**src/rtl/rdb_pkg.sv**
```systemverilog
// shared types, constants and helpers of the rotated dither blitter
// no dependencies
package rdb_pkg;

   localparam int LCD_LINES_DEF           = 144;
   localparam int LCD_PIXELS_PER_LINE_DEF = 160;

   localparam logic       KIND_WRITE     = 1'b0;
   localparam logic       KIND_READ      = 1'b1;

   localparam logic [15:0] CLEAR_MASK    = 16'hE000;
   localparam int          PATTERN_SHIFT = 13;
   localparam logic [2:0]  SPILL_OFFSET  = 3'd6;

   typedef enum logic [2:0] {
      ST_CLEAR,
      ST_IDLE,
      ST_READ,
      ST_READ_WAIT,
      ST_SETUP,
      ST_PIX_RD,
      ST_PIX_WR
   } state_type;

   typedef struct packed {
      logic [1:0] shade;
      logic [2:0] offset;
      logic       second;
   } merge_ctl_type;

   function automatic logic [2:0] shade_pattern(input logic [1:0] shade);
      logic [2:0] pat;
      case (shade)
         2'd0: pat = 3'b000;
         2'd1: pat = 3'b001;
         2'd2: pat = 3'b011;
         2'd3: pat = 3'b111;
         default: pat = 3'b000;
      endcase
      return pat;
   endfunction

endpackage

```
**src/rtl/rdb_merge.sv**
```systemverilog
// shared read-modify-write unit: places a 3-dot pattern into one byte
// depends on rdb_pkg
module rdb_merge import rdb_pkg::*; (
   input  merge_ctl_type ctl,
   input  logic [7:0]    rdata,
   output logic [7:0]    wdata
);

   logic [15:0] clr16;
   logic [15:0] set16;
   logic [7:0]  keep;
   logic [7:0]  set8;

   always_comb begin
      clr16 = CLEAR_MASK >> ctl.offset;
      set16 = ({13'd0, shade_pattern(ctl.shade)} << PATTERN_SHIFT) >> ctl.offset;
      if (ctl.second) begin
         keep = ~clr16[7:0];
         set8 = set16[7:0];
      end else begin
         keep = ~clr16[15:8];
         set8 = set16[15:8];
      end
      wdata = (rdata & keep) | set8;
   end

endmodule

```
**config.mk**
```make
export PLATFORM = sky130hd
export DESIGN_NAME = rdb_merge
export DESIGN_NICKNAME = d
export VERILOG_FILES = /design/src/rtl/rdb_pkg.sv /design/src/rtl/rdb_merge.sv
export SDC_FILE = /design/constraint.sdc
export NUM_CORES = 1
export LEC_CHECK = 0
export BUFFER_PORTS_ARGS = -buffer_cell sky130_fd_sc_hd__buf_2
export CORE_AREA = 2 2 39 41
export DETAILED_ROUTE_END_ITERATION = 6
export DIE_AREA = 0 0 41 43
export GPL_TIMING_DRIVEN = 0
export PLACE_DENSITY = 0.62
export SETUP_SLACK_MARGIN = 0.02
export SLEW_MARGIN = 20
export SYNTH_ARGS = -nofsm -noshare
export SYNTH_HDL_FRONTEND = slang
export SYNTH_SLANG_ARGS = --single-unit
```
**constraint.sdc**
```tcl
create_clock -name vclk -period 0.8
set_input_delay 0 -clock vclk [all_inputs]
set_output_delay 0 -clock vclk [all_outputs]
set_load 0.05 [all_outputs]
```
### Word level (Yosys, flattened, before mapping)

Cells that the tools add are included.

* magnitude comparators: 0
* muxes and demuxes: 3
* div/mod/pow operators: 0
* shifts and indexed selects: 2
* reductions and logical operators: 1
* bitwise operators: 4
* multipliers: 0
* add/subtract/negate cells: 0
* equal/unequal tests: 3

Operators with widths (count)
* two-way mux 8 bit: 2
* NOT 8 bit: 2
* >> shifter 16 x 3 -> 16 bit: 1
* >> shifter 16 x 3 -> 16 bit (first input constant): 1
* one-hot mux 3 bit (4 select lines): 1
* AND 8 bit: 1
* bitwise OR 8 bit: 1
* equality test 2 bit (second input constant): 2
* equality test 2 x 1 -> 1 bit (second input constant): 1
* logical NOT 2 bit: 1

* output and inout bits: 8
* memories: 0
* register bits: 0
* bits in writable memories: 0
* latch bits: 0
* bits in read-only memories: 0

### Depth between registers and ports, before layout

* word-level depth: 5
* depth in mapped cells: 5
* gate-level depth less buffers: 4

### Worst setup path before layout

Ideal clock, no wire load.

* path kind: input-to-output
* start point: in ctl[1] (netlist bit)
* end point: out wdata[4]
* stages on the path: 5
* path slack: -0.526 ns
* data required time: 0.800 ns
* data arrival time: 1.326 ns
* path buffers: 1
* path through: buf_4 -> inv_1 -> o21ai_2 -> a22o_1 -> a21oi_1

* word-level cells in the longest chain between the ends: 5
* elaborated cells on any way between the ends: 8
* classes of those cells: shift: 2; mux: 2; bitwise: 4

Ends and longest elaborated chain
* start: declaration: RTL line rdb_merge.sv:4 `input merge_ctl_type ctl,`
* >> shifter 16 x 3 -> 16 bit: RTL line rdb_merge.sv:15 `clr16 = CLEAR_MASK >> ctl.offset;`
* NOT 8 bit (on tied branches): RTL line rdb_merge.sv:21, rdb_merge.sv:18
* two-way mux 8 bit: RTL line rdb_merge.sv:17 `if (ctl.second) begin`
* AND 8 bit: RTL line rdb_merge.sv:24 `wdata = (rdata & keep) | set8;`
* bitwise OR 8 bit (*): RTL line rdb_merge.sv:24
* end: declaration: RTL line rdb_merge.sv:6 `output logic [7:0] wdata`

Every way passes the cells marked *; elsewhere a longest branch is shown, timed or not.

### Worst setup path after layout

* start point: in ctl[1] (netlist bit)
* end point: out wdata[3]

The elaborated chain is that of the path after synthesis.

==> flow_summary_export.csv <==
group,metric,value,unit
outcome,status,"finished with violations",
setup_path,crit_fanout,7,
pwr,p_int,0.000273,W
yosys,synthesis.instances,50,
layout,seq_cell_count,0,
pwr,power_density,792,nW/um^2
sta,fin_crit_sh,122,%
routing,wl_per_cell,12.9,um
placed_design,hpwl,731,um
placed_design,io_buffers,20,
placed_design,gp_congestion,0.674,
pwr,combPwrFrac,100.0,%
yosys,syn_area_per_cell,6.11,sq um
pwr,switching_share,53.1,%
yosys,yosys_warnings,0,
sta,fin_ws,-0.176,ns
routing,wl,1.23,mm
layout,final_cell_mix,"9 x buf_4, 9 x buf_2, 6 x buf_6, 6 x buf_8",
routing,num_vias,498,
yosys,postSynthNetCount,64,
floorplanning,die_w,41,um
outcome,violations,"setup timing",
pwr,netSwitchingPower,0.000309,W
layout,area_growth,141,%
layout,final_util,53.1,%
routing,dr.pass1.iters,4,
routing,ant_nets,0,
layout,stdcell_count,95,
setup_path,start_kind,"input pin",
layout,stdcell_area,734,sq um
floorplanning,die_area,1760,sq um
layout,n_clock_buffer,0,
pwr,clockPowerShare,0,%
setup_path,end_kind,"output port",
clock_tree,postCtsHoldBufs,0,
yosys,synth_area,305,sq um
sta,finalHoldViolations,0,
global_routing,track_usage,12.9,%
yosys,ys_types,27,
global_routing,grt_pass1_vias,451,
setup_path,crit_arrival,0.98,ns
floorplanning,initial_utilization,22.1,%
pwr,p_leak,0.307,nW
min_path,hp-class,"input pin to output port",
placed_design,placed_area,503,sq um
layout,seq_area,0,sq um
layout,final_layout_size_suffix_gt1_share,67.1,%
global_routing,grt_start_max_net_pins,11,
sta,worst_slew_pin_slew,0.313,ns
pwr,power_frac_seq,0,%
floorplanning,core,1380,sq um
layout,diodes,0,
layout,final_nets,95,
routing,vias_per_cell,5.24,
placed_design,place_inst,86,
yosys,yosysSeqAreaShare,0,%
floorplanning,rows,14,
sta,timing.fmax,1020,MHz
layout,nFillCells,125,
floorplanning,die_y,43,um
sta,slew_violations,0,
setup_path,worstSetupPathType,"input pin to output port",
routing,first_iter_violations,9,
pwr,ir_worst_vdd,0.297,mV
setup_path,cp.required,0.80,ns
global_routing,antenna_found_initial,0,
global_routing,overflow,0,
job,cap_viol_max_count,0,
global_routing,grt_pass1_wl,1.69,mm
sta,period_minus_slack,0.976,ns
routing,drc,0,
floorplanning,boundaryPins,22,
sta,setup_viol,8,
sta,maxSlewHeadroom,79.1,%
sta,rsz0062_at_grt,"true",
## worst max-delay path: stages
cell and delay [ns]:
buf_6 0.10, buf_8 0.12, or2_4 0.23, o22a_1 0.22, o21ai_4 0.13, buf_6 0.17
## logic make-up after synthesis
kind of cell / after synthesis / share of synthesized area (%)
compound gates: 21 / 48.0
buf+inv: 6 / 11.9
simple gates: 23 / 40.2
## per-layer routing
| layer | vias to the layer above | track usage (%) | wire length [um] |
|---|---|---|---|
| met5 | - | 0 | 0 |
| met4 | 0 | 0 | 0 |
| met3 | 0 | 0.524 | 52 |
| met2 | 14 | 28.1 | 720 |
| met1 | 236 | 12.0 | 456 |
| li1 | 248 | - | - |
## metrics by stage
stage	TNS [ns]	power (W)	hold WS [ns]	setup WS [ns]
after detailed placement	-1.86	0.000413	0.437	-0.322
after global placement	-1.80	0.000411	0.432	-0.325
after global routing	-1.21	0.000612	0.318	-0.212
after CTS	-1.03	0.000523	0.335	-0.177
final	-0.959	0.000582	0.311	-0.176
after floorplan	-0.608	0.000318	0.109	-0.235
## power by group through the flow
stage / sequential (W) / clock (W) / combinational [W]
CTS: 0 / 0 / 0.000523
floorplan: 0 / 0 / 0.000318
detailed placement: 0 / 0 / 0.000413
global placement: 0 / 0 / 0.000411
global route: 0 / 0 / 0.000612
finish: 0 / 0 / 0.000582
## path summary, 6_finish.rpt
kind / startpoint / endpoint / slack (ns) / depth (start not counted)
worst max-delay path: ctl[1] / wdata[3] / -0.18 / 6
worst min-delay path: ctl[0] / wdata[3] / 0.31 / 3
## synth_stat cells
cell type | number | share of area, %
nand3_1 | 4 | 6.6
o22ai_1 | 1 | 2.1
nor2b_1 | 1 | 2.1
buf_2 | 2 | 3.3
o22a_1 | 1 | 2.9
o21ai_0 | 2 | 3.3
a22o_1 | 3 | 8.6
a2bb2oi_1 | 1 | 2.9
nand3b_1 | 1 | 2.5
nand2_1 | 5 | 6.1
a32oi_1 | 1 | 2.9
o21ai_1 | 2 | 3.3
o21ai_2 | 1 | 2.9
or3_4 | 1 | 3.7
nor2_1 | 5 | 6.1
nor2_2 | 1 | 2.1
o22ai_2 | 1 | 4.1
and2b_1 | 1 | 2.5
inv_1 | 2 | 2.5
buf_6 | 1 | 3.7
nor3b_1 | 1 | 2.5
a21oi_1 | 6 | 9.8
o211ai_1 | 1 | 2.5
or2_1 | 1 | 2.1
a31o_1 | 1 | 2.9
nand4_1 | 2 | 4.1
buf_4 | 1 | 2.5
## cell type report
type	count	area, sq um	share of cell area, %
well taps	16	20.0	2.73
repair buffers	29	282	38.3
inverters	2	10.0	1.36
multi-input cells	44	369	50.3
plain buffers	4	53.8	7.33
## repair_timing
action,in CTS,in global routing
gates resized for setup,27,14
setup endpoints to repair,8,8
buffers inserted,7,1
cloned,0,1
pin swaps,9,14
Power figures use the tool's default switching activity.
